File: config.mk
export PLATFORM = sky130hd
export DESIGN_NAME = interleaved_base32_text_decoder_flat
export DESIGN_NICKNAME = d
export VERILOG_FILES = /design/src/sv/ib32_pkg.sv /design/src/sv/ib32_if.sv /design/src/sv/ib32_front.sv /design/src/sv/ib32_cmd_queue.sv /design/src/sv/ib32_back.sv /design/src/sv/interleaved_base32_text_decoder.sv /design/src/flat_wrapper.sv
export SDC_FILE = /design/constraint.sdc
export NUM_CORES = 1
export LEC_CHECK = 0
export ABC_AREA = 1
export BUFFER_PORTS_ARGS = -buffer_cell sky130_fd_sc_hd__clkbuf_2
export CAP_MARGIN = 30
export CORE_AREA = 2 2 120 122
export CTS_BUF_LIST = sky130_fd_sc_hd__clkbuf_4 sky130_fd_sc_hd__clkbuf_8
export DETAILED_ROUTE_END_ITERATION = 10
export DIE_AREA = 0 0 122 124
export GPL_TIMING_DRIVEN = 0
export PLACE_DENSITY_LB_ADDON = 0.2
export SLEW_MARGIN = 20
export SYNTH_ARGS = -nofsm -noshare
export SYNTH_HDL_FRONTEND = slang
export SYNTH_SLANG_ARGS = --single-unit
File: constraint.sdc
create_clock -name clk -period 4.95 [get_ports clk]
set_input_delay 0.495 -clock clk [delete_from_list [all_inputs] [get_ports clk]]
set_output_delay 0.495 -clock clk [all_outputs]
set_load 0.1 [all_outputs]
File: src/sv/ib32_pkg.sv
`default_nettype none

package ib32_pkg;

  // result kinds as seen on the output channel
  localparam logic [1:0] KIND_DATA    = 2'd0;
  localparam logic [1:0] KIND_INVALID = 2'd1;
  localparam logic [1:0] KIND_END     = 2'd2;

  localparam logic [7:0] CHAR_NEWLINE = 8'h0a;
  localparam logic [7:0] CHAR_LOW_A   = 8'h61;
  localparam logic [7:0] CHAR_LOW_Z   = 8'h7a;
  localparam logic [7:0] CHAR_ZERO    = 8'h30;
  localparam logic [7:0] CHAR_FIVE    = 8'h35;
  localparam logic [4:0] DIGIT_BASE   = 5'd26;

  localparam logic [7:0] PAD_LOW  = 8'h00;
  localparam logic [7:0] PAD_HIGH = 8'h80;

  // command queue between front and back
  localparam int QUEUE_DEPTH = 2;
  localparam int QUEUE_AW    = 1;
  localparam int QUEUE_CW    = 2;

  typedef enum logic [1:0] {
    OP_BYTES,
    OP_INVALID,
    OP_END
  } cmd_op_t;

  typedef struct packed {
    cmd_op_t    op;
    logic [7:0] b0;
    logic [7:0] b1;
    logic       two;
  } cmd_t;

  function automatic logic char_in_alphabet(input logic [7:0] c);
    char_in_alphabet = ((c >= CHAR_LOW_A) && (c <= CHAR_LOW_Z)) ||
                       ((c >= CHAR_ZERO) && (c <= CHAR_FIVE));
  endfunction

  function automatic logic [4:0] char_to_code(input logic [7:0] c);
    logic [7:0] diff;
    if ((c >= CHAR_LOW_A) && (c <= CHAR_LOW_Z)) begin
      diff = c - CHAR_LOW_A;
      char_to_code = diff[4:0];
    end else begin
      diff = c - CHAR_ZERO;
      char_to_code = diff[4:0] + DIGIT_BASE;
    end
  endfunction

  // even bit then odd bit, msb first
  function automatic logic [9:0] interleave(input logic [4:0] ev, input logic [4:0] od);
    logic [9:0] r;
    for (int k = 0; k < 5; k++) begin
      r[2*k+1] = ev[k];
      r[2*k]   = od[k];
    end
    interleave = r;
  endfunction

  function automatic logic is_pad(input logic [7:0] b);
    is_pad = (b == PAD_LOW) || (b == PAD_HIGH);
  endfunction

endpackage

`default_nettype wire

File: src/sv/ib32_if.sv
`default_nettype none

interface ib32_in_if;
  logic       valid;
  logic       ready;
  logic [7:0] char_code;
  logic       end_of_stream;

  modport source (output valid, output char_code, output end_of_stream, input ready);
  modport sink   (input valid, input char_code, input end_of_stream, output ready);
endinterface

interface ib32_out_if;
  logic       valid;
  logic       ready;
  logic [7:0] byte_value;
  logic [1:0] kind;
  logic       last_of_run;

  modport source (output valid, output byte_value, output kind, output last_of_run,
                  input ready);
  modport sink   (input valid, input byte_value, input kind, input last_of_run,
                  output ready);
endinterface

`default_nettype wire

File: src/sv/ib32_front.sv
`default_nettype none

module ib32_front (
  input  wire logic          clk,
  input  wire logic          rst_n,
  ib32_in_if.sink            in_chan,
  input  wire logic          q_full,
  output      logic          q_push,
  output      ib32_pkg::cmd_t q_cmd
);
  import ib32_pkg::*;

  logic [4:0] held_r, held_nxt;
  logic       have_even_r, have_even_nxt;
  logic [6:0] left_bits_r, left_bits_nxt;
  logic [2:0] left_cnt_r, left_cnt_nxt;

  logic        accept;
  logic        valid_char;
  logic [4:0]  code;
  logic [16:0] acc;
  logic [4:0]  cnt;
  logic        two;
  logic [4:0]  sh0;
  logic [4:0]  sh1;
  logic [4:0]  rem_cnt;
  logic [16:0] shifted0;
  logic [16:0] shifted1;
  logic [16:0] rem_mask;

  assign in_chan.ready = !q_full;
  assign accept        = in_chan.valid && !q_full;
  assign valid_char    = char_in_alphabet(in_chan.char_code);
  assign code          = char_to_code(in_chan.char_code);

  // pair the codes and cut whole bytes off the bit accumulator
  assign acc      = {left_bits_r, interleave(held_r, code)};
  assign cnt      = {2'b00, left_cnt_r} + 5'd10;
  assign two      = cnt >= 5'd16;
  assign sh0      = cnt - 5'd8;
  assign sh1      = cnt - 5'd16;
  assign shifted0 = acc >> sh0;
  assign shifted1 = acc >> sh1;
  assign rem_cnt  = two ? sh1 : sh0;
  assign rem_mask = (17'd1 << rem_cnt) - 17'd1;

  // classify the character and build the command
  always_comb begin
    q_push        = 1'b0;
    q_cmd.op      = OP_BYTES;
    q_cmd.b0      = shifted0[7:0];
    q_cmd.b1      = shifted1[7:0];
    q_cmd.two     = two;
    held_nxt      = held_r;
    have_even_nxt = have_even_r;
    left_bits_nxt = left_bits_r;
    left_cnt_nxt  = left_cnt_r;
    if (accept) begin
      priority if (in_chan.end_of_stream) begin
        q_push        = 1'b1;
        q_cmd.op      = OP_END;
        held_nxt      = 5'd0;
        have_even_nxt = 1'b0;
        left_bits_nxt = 7'd0;
        left_cnt_nxt  = 3'd0;
      end else if (in_chan.char_code == CHAR_NEWLINE) begin
        q_push = 1'b0;
      end else if (!valid_char) begin
        q_push   = 1'b1;
        q_cmd.op = OP_INVALID;
      end else if (!have_even_r) begin
        held_nxt      = code;
        have_even_nxt = 1'b1;
      end else begin
        q_push        = 1'b1;
        held_nxt      = 5'd0;
        have_even_nxt = 1'b0;
        left_bits_nxt = acc[6:0] & rem_mask[6:0];
        left_cnt_nxt  = rem_cnt[2:0];
      end
    end
  end

  always_ff @(posedge clk) begin
    if (!rst_n) begin
      held_r      <= 5'd0;
      have_even_r <= 1'b0;
      left_bits_r <= 7'd0;
      left_cnt_r  <= 3'd0;
    end else begin
      held_r      <= held_nxt;
      have_even_r <= have_even_nxt;
      left_bits_r <= left_bits_nxt;
      left_cnt_r  <= left_cnt_nxt;
    end
  end

endmodule

`default_nettype wire

File: src/sv/ib32_cmd_queue.sv
`default_nettype none

module ib32_cmd_queue (
  input  wire logic           clk,
  input  wire logic           rst_n,
  input  wire logic           push,
  input  wire ib32_pkg::cmd_t push_cmd,
  output      logic           full,
  output      logic           head_valid,
  output      ib32_pkg::cmd_t head_cmd,
  input  wire logic           pop
);
  import ib32_pkg::*;

  cmd_t                mem_r [QUEUE_DEPTH];
  logic [QUEUE_AW-1:0] wr_ptr_r, rd_ptr_r;
  logic [QUEUE_CW-1:0] count_r;
  logic                do_push, do_pop;

  assign full       = count_r == QUEUE_CW'(QUEUE_DEPTH);
  assign head_valid = count_r != '0;
  assign head_cmd   = mem_r[rd_ptr_r];
  assign do_push    = push && !full;
  assign do_pop     = pop && head_valid;

  // storage
  always_ff @(posedge clk) begin
    if (do_push) begin
      mem_r[wr_ptr_r] <= push_cmd;
    end
  end

  // pointers and fill level
  always_ff @(posedge clk) begin
    if (!rst_n) begin
      wr_ptr_r <= '0;
      rd_ptr_r <= '0;
      count_r  <= '0;
    end else begin
      if (do_push) begin
        wr_ptr_r <= wr_ptr_r + 1'b1;
      end
      if (do_pop) begin
        rd_ptr_r <= rd_ptr_r + 1'b1;
      end
      if (do_push && !do_pop) begin
        count_r <= count_r + 1'b1;
      end else if (do_pop && !do_push) begin
        count_r <= count_r - 1'b1;
      end
    end
  end

endmodule

`default_nettype wire

File: src/sv/ib32_back.sv
`default_nettype none

module ib32_back #(
  parameter int PENDING_DEPTH = 16
) (
  input  wire logic           clk,
  input  wire logic           rst_n,
  input  wire logic           head_valid,
  input  wire ib32_pkg::cmd_t head_cmd,
  output      logic           pop,
  ib32_out_if.source          out_chan
);
  import ib32_pkg::*;

  localparam int CNT_W = $clog2(PENDING_DEPTH + 1);

  // held padding bytes, oldest at bit 0, one bit says 128 rather than 0
  logic [PENDING_DEPTH-1:0] pad_r, pad_nxt;
  logic [CNT_W-1:0]         cnt_r, cnt_nxt;
  logic                     sel_r, sel_nxt;

  logic       out_valid_r, out_valid_nxt;
  logic [7:0] out_byte_r;
  logic [1:0] out_kind_r;
  logic       out_last_r;

  logic                     out_free;
  logic                     emit;
  logic [7:0]               e_byte;
  logic [1:0]               e_kind;
  logic                     e_last;
  logic                     advance;
  logic [7:0]               cur_byte;
  logic                     cur_pad;
  logic                     last_byte;
  logic                     cnt_full;
  logic                     cnt_near;
  logic                     b1_silent;
  logic                     final_here;
  logic [7:0]               oldest_byte;
  logic [PENDING_DEPTH:0]   ext_cur;
  logic [PENDING_DEPTH:0]   ext_zero;
  logic [PENDING_DEPTH-1:0] slot_sel;

  assign out_free    = !out_valid_r || out_chan.ready;
  assign cur_byte    = sel_r ? head_cmd.b1 : head_cmd.b0;
  assign cur_pad     = is_pad(cur_byte);
  assign last_byte   = sel_r || !head_cmd.two;
  assign cnt_full    = cnt_r == CNT_W'(PENDING_DEPTH);
  assign cnt_near    = cnt_r == CNT_W'(PENDING_DEPTH - 1);
  assign oldest_byte = pad_r[0] ? PAD_HIGH : PAD_LOW;
  assign ext_cur     = {cur_byte == PAD_HIGH, pad_r};
  assign ext_zero    = {1'b0, pad_r};

  // second byte gives nothing when it is padding and the queue still has room
  assign b1_silent  = is_pad(head_cmd.b1) &&
                      !(is_pad(head_cmd.b0) && (cnt_full || cnt_near));
  assign final_here = last_byte || b1_silent;

  always_comb begin
    for (int i = 0; i < PENDING_DEPTH; i++) begin
      slot_sel[i] = cnt_r == CNT_W'(i);
    end
  end

  // one step of the current command per cycle; a step that emits waits until the output register is free
  always_comb begin
    emit    = 1'b0;
    e_byte  = 8'd0;
    e_kind  = KIND_DATA;
    e_last  = 1'b0;
    advance = 1'b0;
    pop     = 1'b0;
    cnt_nxt = cnt_r;
    pad_nxt = pad_r;
    sel_nxt = sel_r;
    if (head_valid) begin
      unique case (head_cmd.op)
        OP_END: begin
          emit   = 1'b1;
          e_kind = KIND_END;
          e_last = 1'b1;
          if (out_free) begin
            cnt_nxt = '0;
            pop     = 1'b1;
            sel_nxt = 1'b0;
          end
        end
        OP_INVALID: begin
          emit   = 1'b1;
          e_kind = KIND_INVALID;
          e_last = 1'b1;
          if (out_free) begin
            pop     = 1'b1;
            sel_nxt = 1'b0;
          end
        end
        OP_BYTES: begin
          if (cur_pad) begin
            if (cnt_full) begin
              // overflow: oldest goes out, new one joins at the tail
              emit   = 1'b1;
              e_byte = oldest_byte;
              e_last = final_here;
              if (out_free) begin
                pad_nxt = ext_cur[PENDING_DEPTH:1];
                advance = 1'b1;
              end
            end else begin
              pad_nxt = (pad_r & ~slot_sel) |
                        (slot_sel & {PENDING_DEPTH{cur_byte == PAD_HIGH}});
              cnt_nxt = cnt_r + 1'b1;
              advance = 1'b1;
            end
          end else if (cnt_r != '0) begin
            // drain held padding ahead of a real byte
            emit   = 1'b1;
            e_byte = oldest_byte;
            if (out_free) begin
              pad_nxt = ext_zero[PENDING_DEPTH:1];
              cnt_nxt = cnt_r - 1'b1;
            end
          end else begin
            emit   = 1'b1;
            e_byte = cur_byte;
            e_last = final_here;
            advance = out_free;
          end
          if (advance) begin
            if (last_byte) begin
              pop     = 1'b1;
              sel_nxt = 1'b0;
            end else begin
              sel_nxt = 1'b1;
            end
          end
        end
        default: begin
          pop = 1'b1;
        end
      endcase
    end
  end

  // output register
  always_comb begin
    out_valid_nxt = out_valid_r;
    if (emit && out_free) begin
      out_valid_nxt = 1'b1;
    end else if (out_chan.ready) begin
      out_valid_nxt = 1'b0;
    end
  end

  always_ff @(posedge clk) begin
    if (!rst_n) begin
      cnt_r       <= '0;
      sel_r       <= 1'b0;
      out_valid_r <= 1'b0;
    end else begin
      cnt_r       <= cnt_nxt;
      sel_r       <= sel_nxt;
      out_valid_r <= out_valid_nxt;
    end
  end

  always_ff @(posedge clk) begin
    pad_r <= pad_nxt;
    if (emit && out_free) begin
      out_byte_r <= e_byte;
      out_kind_r <= e_kind;
      out_last_r <= e_last;
    end
  end

  assign out_chan.valid       = out_valid_r;
  assign out_chan.byte_value  = out_byte_r;
  assign out_chan.kind        = out_kind_r;
  assign out_chan.last_of_run = out_last_r;

endmodule

`default_nettype wire

File: src/sv/interleaved_base32_text_decoder.sv
// channel   direction  payload                               handshake
// in_chan   input      char_code[7:0], end_of_stream         valid/ready
// out_chan  output     byte_value[7:0], kind[1:0], last_of_run  valid/ready
//
// an input character is taken whenever the two-entry command queue has room
// the back end drains up to PENDING_DEPTH held padding bytes ahead of a real byte,
// one byte per step, and each step that emits waits for a free output register
// reset is synchronous, active low; held padding storage needs no clearing
// a stalled output holds its result and the queue back-pressures the input

`default_nettype none

module interleaved_base32_text_decoder #(
  parameter int PENDING_DEPTH = 16
) (
  input  wire logic clk,
  input  wire logic rst_n,
  ib32_in_if.sink   in_chan,
  ib32_out_if.source out_chan
);
  import ib32_pkg::*;

  logic q_push, q_full, q_head_valid, q_pop;
  cmd_t q_push_cmd, q_head_cmd;

  // character classification and bit packing
  ib32_front u_front (
    .clk     (clk),
    .rst_n   (rst_n),
    .in_chan (in_chan),
    .q_full  (q_full),
    .q_push  (q_push),
    .q_cmd   (q_push_cmd)
  );

  ib32_cmd_queue u_queue (
    .clk        (clk),
    .rst_n      (rst_n),
    .push       (q_push),
    .push_cmd   (q_push_cmd),
    .full       (q_full),
    .head_valid (q_head_valid),
    .head_cmd   (q_head_cmd),
    .pop        (q_pop)
  );

  // padding hold-back and result emission
  ib32_back #(
    .PENDING_DEPTH (PENDING_DEPTH)
  ) u_back (
    .clk        (clk),
    .rst_n      (rst_n),
    .head_valid (q_head_valid),
    .head_cmd   (q_head_cmd),
    .pop        (q_pop),
    .out_chan   (out_chan)
  );

endmodule

`default_nettype wire

File: src/flat_wrapper.sv
// flat-port wrapper written by rule: the top's interface ports become plain ports
module interleaved_base32_text_decoder_flat import ib32_pkg::*;
#(
  parameter int PENDING_DEPTH = 16
)
  (clk, rst_n, in_chan_valid, in_chan_char_code, in_chan_end_of_stream, in_chan_ready, out_chan_valid, out_chan_byte_value, out_chan_kind, out_chan_last_of_run, out_chan_ready);
  ib32_in_if in_chan_i ();
  ib32_out_if out_chan_i ();
  input  wire logic clk;
  input  wire logic rst_n;
  input wire logic [$bits(in_chan_i.valid)-1:0] in_chan_valid;
  input wire logic [$bits(in_chan_i.char_code)-1:0] in_chan_char_code;
  input wire logic [$bits(in_chan_i.end_of_stream)-1:0] in_chan_end_of_stream;
  output wire logic [$bits(in_chan_i.ready)-1:0] in_chan_ready;
  output wire logic [$bits(out_chan_i.valid)-1:0] out_chan_valid;
  output wire logic [$bits(out_chan_i.byte_value)-1:0] out_chan_byte_value;
  output wire logic [$bits(out_chan_i.kind)-1:0] out_chan_kind;
  output wire logic [$bits(out_chan_i.last_of_run)-1:0] out_chan_last_of_run;
  input wire logic [$bits(out_chan_i.ready)-1:0] out_chan_ready;
  assign in_chan_i.valid = in_chan_valid;
  assign in_chan_i.char_code = in_chan_char_code;
  assign in_chan_i.end_of_stream = in_chan_end_of_stream;
  assign in_chan_ready = in_chan_i.ready;
  assign out_chan_valid = out_chan_i.valid;
  assign out_chan_byte_value = out_chan_i.byte_value;
  assign out_chan_kind = out_chan_i.kind;
  assign out_chan_last_of_run = out_chan_i.last_of_run;
  assign out_chan_i.ready = out_chan_ready;
  interleaved_base32_text_decoder #(.PENDING_DEPTH(PENDING_DEPTH)) u_core (.clk(clk), .rst_n(rst_n), .in_chan(in_chan_i), .out_chan(out_chan_i));
endmodule
=== Word-level counts from Yosys, hierarchy flattened ===
Memories as Yosys holds them, arrays and structs flattened. A register that Yosys moved wholly into a read port is not among the register bits.
Cells that the tools add are included.

* Word-level logic and storage cells: 192
* Output and inout bits: 13
* Input bits: 13
* Register bits: 54
* Bits in writable memories: 38
* Memories kept: 1

{| class="wikitable"
|+ Memories
! name !! depth !! width !! read ports !! clocked after Yosys merged registers in !! write ports !! line !! source
|-
| u_core.u_queue.mem_r || 2 || 19 || 1 || 1 || 1 || ib32_cmd_queue.sv:15 || <nowiki>cmd_t mem_r [QUEUE_DEPTH];</nowiki>
|}

* $add $sub $neg: 13
* Equality and inequality tests: 31
* Shift operators: 3
* Order comparisons: 5
* Bitwise operators: 5
* Muxes and demuxes: 74
* Reductions and logical operators: 46

{| class="wikitable"
|+ Operators with widths
! operator !! number
|-
| 16-bit two-way mux || 5
|-
| 5-bit two-way mux || 11
|-
| 5-bit by 4-bit equality test with 1-bit output (second input constant) || 8
|-
| 8-bit two-way mux || 5
|-
| 1-bit two-way mux || 35
|-
| 17-bit by 5-bit right shift with 8-bit output || 2
|-
| 16-bit bitwise AND || 2
|-
| 7-bit two-way mux || 4
|-
| 8-bit equality test (second input constant) || 3
|-
| 8-bit logical NOT || 3
|-
| 5-bit by 3-bit equality test with 1-bit output (second input constant) || 4
|-
| 2-bit nonzero test || 9
|-
| 16-bit inverter || 1
|-
| 16-bit OR || 1
|-
| 3-bit two-way mux || 4
|-
| 5-bit by 2-bit equality test with 1-bit output (second input constant) || 2
|-
| 1-bit logical AND || 10
|-
| 5-bit case mux with 2 select lines || 1
|-
| 5-bit by 1-bit subtractor with 5-bit output (second input constant) || 2
|-
| 5-bit subtractor (second input constant) || 2
|-
| 3-bit inequality test (second input constant) || 3
|-
| 8-bit by 4-bit equality test with 1-bit output (second input constant) || 1
|-
| 8-bit by 6-bit >= comparator with 1-bit output (second input constant) || 1
|-
| 8-bit by 7-bit >= comparator with 1-bit output (second input constant) || 1
|-
| 33 further kinds || 57
|}

=== Logic depth before layout (Yosys ltp) ===
* Depth in word-level cells: 14
* Mapped depth: 17
* Mapped depth without buffers: 16

=== Modules after synthesis ===
A second synthesis with hierarchy kept.

* Cells, all modules: 710
* Area, all modules: 5771.8 sq um

{| class="wikitable"
|+ Modules (own cells, without submodules)
! module !! seq. area each (sq um) !! times used !! area each (sq um) !! cells each
|-
| ib32_back || 950.9 || 1 || 2422.3 || 344
|-
| ib32_front || 300.3 || 1 || 1680.4 || 270
|-
| ib32_cmd_queue || 1241.2 || 1 || 1669.1 || 96
|}

=== Worst setup path before layout ===
Ideal clock, no wire load.

* Path type: flip-flop to flip-flop
* Start point: register u_core.u_queue.count_r[0]
* End point: memory u_core.u_queue.mem_r[1][0] (netlist bit), enable pin
* Setup time: 0.396 ns
* Period minus slack after synthesis: 2.977 ns
* Path buffers: 0
* Setup slack: 1.973 ns
* Required time: 4.554 ns
* Stages on the path, launching flop included: 9
* Data arrival time: 2.581 ns
* Path through: dfxtp_1 > inv_1 > nand2_1 > nand2_1 > inv_1 > o21ai_0 > o21ai_0 > o21ai_0 > nor2_1

* Word-level cells in the longest chain between the ends: 7

{| class="wikitable"
|+ Ends and longest elaborated chain
! element !! line !! source
|-
| start: declaration || ib32_cmd_queue.sv:17 || <nowiki>logic [QUEUE_CW-1:0] count_r;</nowiki>
|-
| start signal: assignment || ib32_cmd_queue.sv:47 || <nowiki>count_r <= count_r + 1'b1;</nowiki>
|-
| start signal: assignment || ib32_cmd_queue.sv:49 || <nowiki>count_r <= count_r - 1'b1;</nowiki>
|-
| 2-bit equality test (*) || ib32_cmd_queue.sv:20 || <nowiki>assign full = count_r == QUEUE_CW'(QUEUE_DEPTH);</nowiki>
|-
| 1-bit logical NOT (*) || -- ||
|-
| named net in_chan_ready || flat_wrapper.sv:14 || <nowiki>output wire logic [$bits(in_chan_i.ready)-1:0] in_chan_ready;</nowiki>
|-
| 1-bit logical AND || ib32_front.sv:32 || <nowiki>assign accept = in_chan.valid && !q_full;</nowiki>
|-
| 1-bit two-way mux || ib32_front.sv:58 || <nowiki>if (accept) begin</nowiki>
|-
| 1-bit logical AND (*) || ib32_cmd_queue.sv:23 || <nowiki>assign do_push = push && !full;</nowiki>
|-
| 1-bit two-way mux (*) || ib32_cmd_queue.sv:28 || <nowiki>if (do_push) begin</nowiki>
|-
| 1-bit two-way mux (not written as such) (*) || ib32_cmd_queue.sv:29 || <nowiki>mem_r[wr_ptr_r] <= push_cmd;</nowiki>
|-
| end: declaration || ib32_cmd_queue.sv:15 ||
|}

Mark *: on every way through the listed nets, which the timed path passes. The rest lies on a longest branch.

==> metrics.md <==
| Metric | Value |
|---|---|
| Most instantiated cells after synthesis | `144 x nand2_1, 77 x nor2_1, 65 x edfxtp_1, 60 x inv_1, 58 x o21ai_0` |
| Port bufs | `24` |
| CP endpoint kind | `flip-flop` |
| Layout area overhead | `10.8%` |
| Remaining Overflow, GRT | `0` |
| Static leakage | `2.46 nW` |
| Syn nets | `around 700` |
| Levels on crit path | `9` |
| Final Slew Violations | `0` |
| CP Data Required Time | `4960 ps` |
| Delay-heaviest family, CP | `simple AND/OR/NAND/NOR gates` |
| Vias in the first global route | `4,302` |
| RSZ-0062 raised after global routing | `false` |
| Post-CTS Setup Bufs | `0` |
| Power per cell area | `564 nW/um2` |
| Worst Hold Class | `in2reg` |
| Critical-path cell list | `inv_2 > buf_6 > or2_2 > o21ai_0 > ha_1 > inv_1 > o21ai_0 > nand2_1 > nor2_1` |
| Critical Path Max Stage Delay | `660 ps` |
| Initial DRC count | `264` |
| Number of diodes | `0` |
| Final Power | `3.41 mW` |
| Clock transition at path regs | `90 ps` |
| Post-Synthesis Cell Area | `5450 um2` |
| Total wire length | `12,400 um` |
| CP Data Arrival Time | `between 2000 and 3000 ps` |
| Hold Crit Depth | `3` |
| Worst-margin pin slew | `865 ps` |
| Initial antenna violation count | `0` |
| DR vias | `4,396` |
| Placed cell count | `around 860` |
| Async SR Flop Fraction | `0%` |
| Clk_lat worst skew | `380 ps` |
| Top cell by count, worst path | `o21ai_0` |
| Core area | `13,700 um2` |
| # rows | `43` |
| Area of placed instances | `5830 um2` |
| Post-synthesis sequential area ratio | `45.7%` |
| Largest net degree at the start of global routing | `16` |
| Final Critical Period | `2920 ps` |
| HPWL Detailed | `9650 um` |
| Worst Reg2Reg Path Length in Cells | `9` |
| Post-synth EDFFs | `65` |
| H-tree levels | `3` |
| Setup TNS Final | `0 ps` |
| Initial DRT Pass Iterations | `5` |
| TritonCTS clock tree | `built` |
| Reg-to-reg slack, setup | `2030 ps` |
| Root Driver | `clkbuf_8` |
| Buf/Inv on CP | `3` |
| Total Routing Usage GR | `17.6%` |
| Place WS | `1950 ps` |
| Final Hold Fails | `0` |
| Cts bufs inserted | `9` |
| Clk buf depth | `2` |
| Residual DRC | `0` |
| Outcome | `finished clean` |
| Maxcap violations | `0` |
| Synth Instances | `658` |
| Cts repair resizes | `0` |
| Die width | `122 um` |
| Final ANT Viol Nets | `0` |
| Post-layout util | `44.0%` |
| Final instance area | `between 6000 and 7000 um2` |
| Crit Path Class | `reg2reg` |
| Nets@finish | `~730` |
| Clk_skew | `around 14 ps` |
| Layout Cells excl Fill | `880` |
| Setup-failing EPs final | `0` |
| First-pass GRT wire length | `20,600 um` |
| # IOs | `26` |
| Yosys warnings | `0` |
| WL/cell | `14.1 um` |
| CP Launch Type | `flip-flop` |
| Most frequent cell after synthesis | `nand2_1` |
| Share of layout cells above drive strength 1 | `between 10% and 20%` |
| Die Y | `roughly 120 um` |
| FMAX | `between 300 and 400 MHz` |
| Top cells by area, synth | `edfxtp_1 36%, dfxtp_1 9.9%, nand2_1 9.9%` |
| Slew HR | `42.1%` |
| Worst-path cell with the longest stage delay | `nor2_1` |
| Final period utilization | `59.0%` |
| Synth Flop Type | `edfxtp_1` |
| Worst vdd ir | `roughly 0.17 mV` |
| Die ar. | `15,100 um2` |
| Hold buffers post-CTS | `0` |
| Worst setup margin | `2030 ps` |
| Post-synth top area share | `a little over a third` |
| Global placer's final weighted congestion | `0.826` |
| Initial Util | `around 40%` |
| Clk sinks | `92` |
| Crit-path max FO | `11` |
| Netlist cell types | `46` |
| Min Hold Slack | `367 ps` |
| Post-Synthesis Mean Instance Area | `8.29 um2` |
| Via/cell ratio | `5.00` |
| Largest area contributor in the netlist | `edfxtp_1` |
| Yosys reg bits | `92` |
worst min-delay path, stage by stage:
cell and delay [ps]:
clkbuf_2 100, nand2_1 70, nor3_2 40
state kept, by name (all words and copies together) (netlist names), 2 cells and up, named ones only:
| register | flops |
|---|---|
| u_core.u_back.cnt_r | 5 |
| u_core.u_back.out_chan.byte_value | 8 |
| u_core.u_back.out_chan.kind | 2 |
| u_core.u_back.pad_r | 16 |
| u_core.u_front.held_r | 5 |
| u_core.u_front.left_bits_r | 7 |
| u_core.u_front.left_cnt_r | 2 |
| u_core.u_queue.count_r | 2 |
| u_core.u_queue.mem_r | 38 |
kinds of logic (layout without fill, tap and decap cells):
logic type      Yosys count  count (layout)  synth area share (%)
xor+xnor                 11              11                  1.77
simple gates            307             307                  25.5
fa+ha+maj                26              26                  5.97
flops                    92              92                  45.7
mux                       1               1                 0.184
compound gates          129             129                  13.1
buf+inv                  92             134                  7.76
final cells by class:
class,count,area [um2]
Sequential cell,92,2490
Buffer,25,170
Timing Repair Buffer,26,143
Tap cell,180,225
Clock inverter,6,77.6
Clock buffer,10,138
Fill cell,1402,7680
Inverter,67,253
Multi-Input combinational cell,474,2540
power by group:
| group | total [mW] | internal (mW) | switching, mW |
|---|---|---|---|
| registers | 1.09 | 1.03 | 0.0588 |
| logic | 1.75 | 0.482 | 1.27 |
| clock network | 0.564 | 0.293 | 0.271 |
final timing paths:
kind	startpoint	endpoint
worst max-delay path	flip-flop	u_core.u_back.out_chan.byte_value[2]
worst min-delay path	rst_n	u_core.u_back.cnt_r[0]
worst min register to register	u_core.u_front.have_even_r	u_core.u_front.have_even_r
worst max register to register	flip-flop	u_core.u_back.out_chan.byte_value[2]
metal layers:
layer,vias up,track usage (%),wire (um)
li1,2269,-,-
met1,2028,21.8,5640
met2,78,30.1,6090
met3,21,2.98,401
met4,0,7.90,299
met5,-,0,0
layout by cell type (no fill, tap or decap), types with 2 or more instances in the layout:
cell type,instances
clkinv_1,2
buf_4,2
inv_2,6
nand2_1,144
dfxtp_1,27
clkbuf_2,24
bufinv_16,2
nand2_2,5
o211ai_1,2
inv_1,60
buf_2,4
o21ai_0,58
clkinv_2,3
nand4_1,11
ha_1,26
clkbuf_1,10
nor2_2,3
nor2_1,75
nor2_4,4
nor3_1,7
or2_2,3
a21oi_1,38
a21oi_2,11
clkbuf_8,10
nand2_4,3
buf_6,9
xor2_1,10
nand3_4,2
edfxtp_1,65
nand3_1,43
o21ai_1,12
Note: power is estimated with default switching activity, not from simulation.
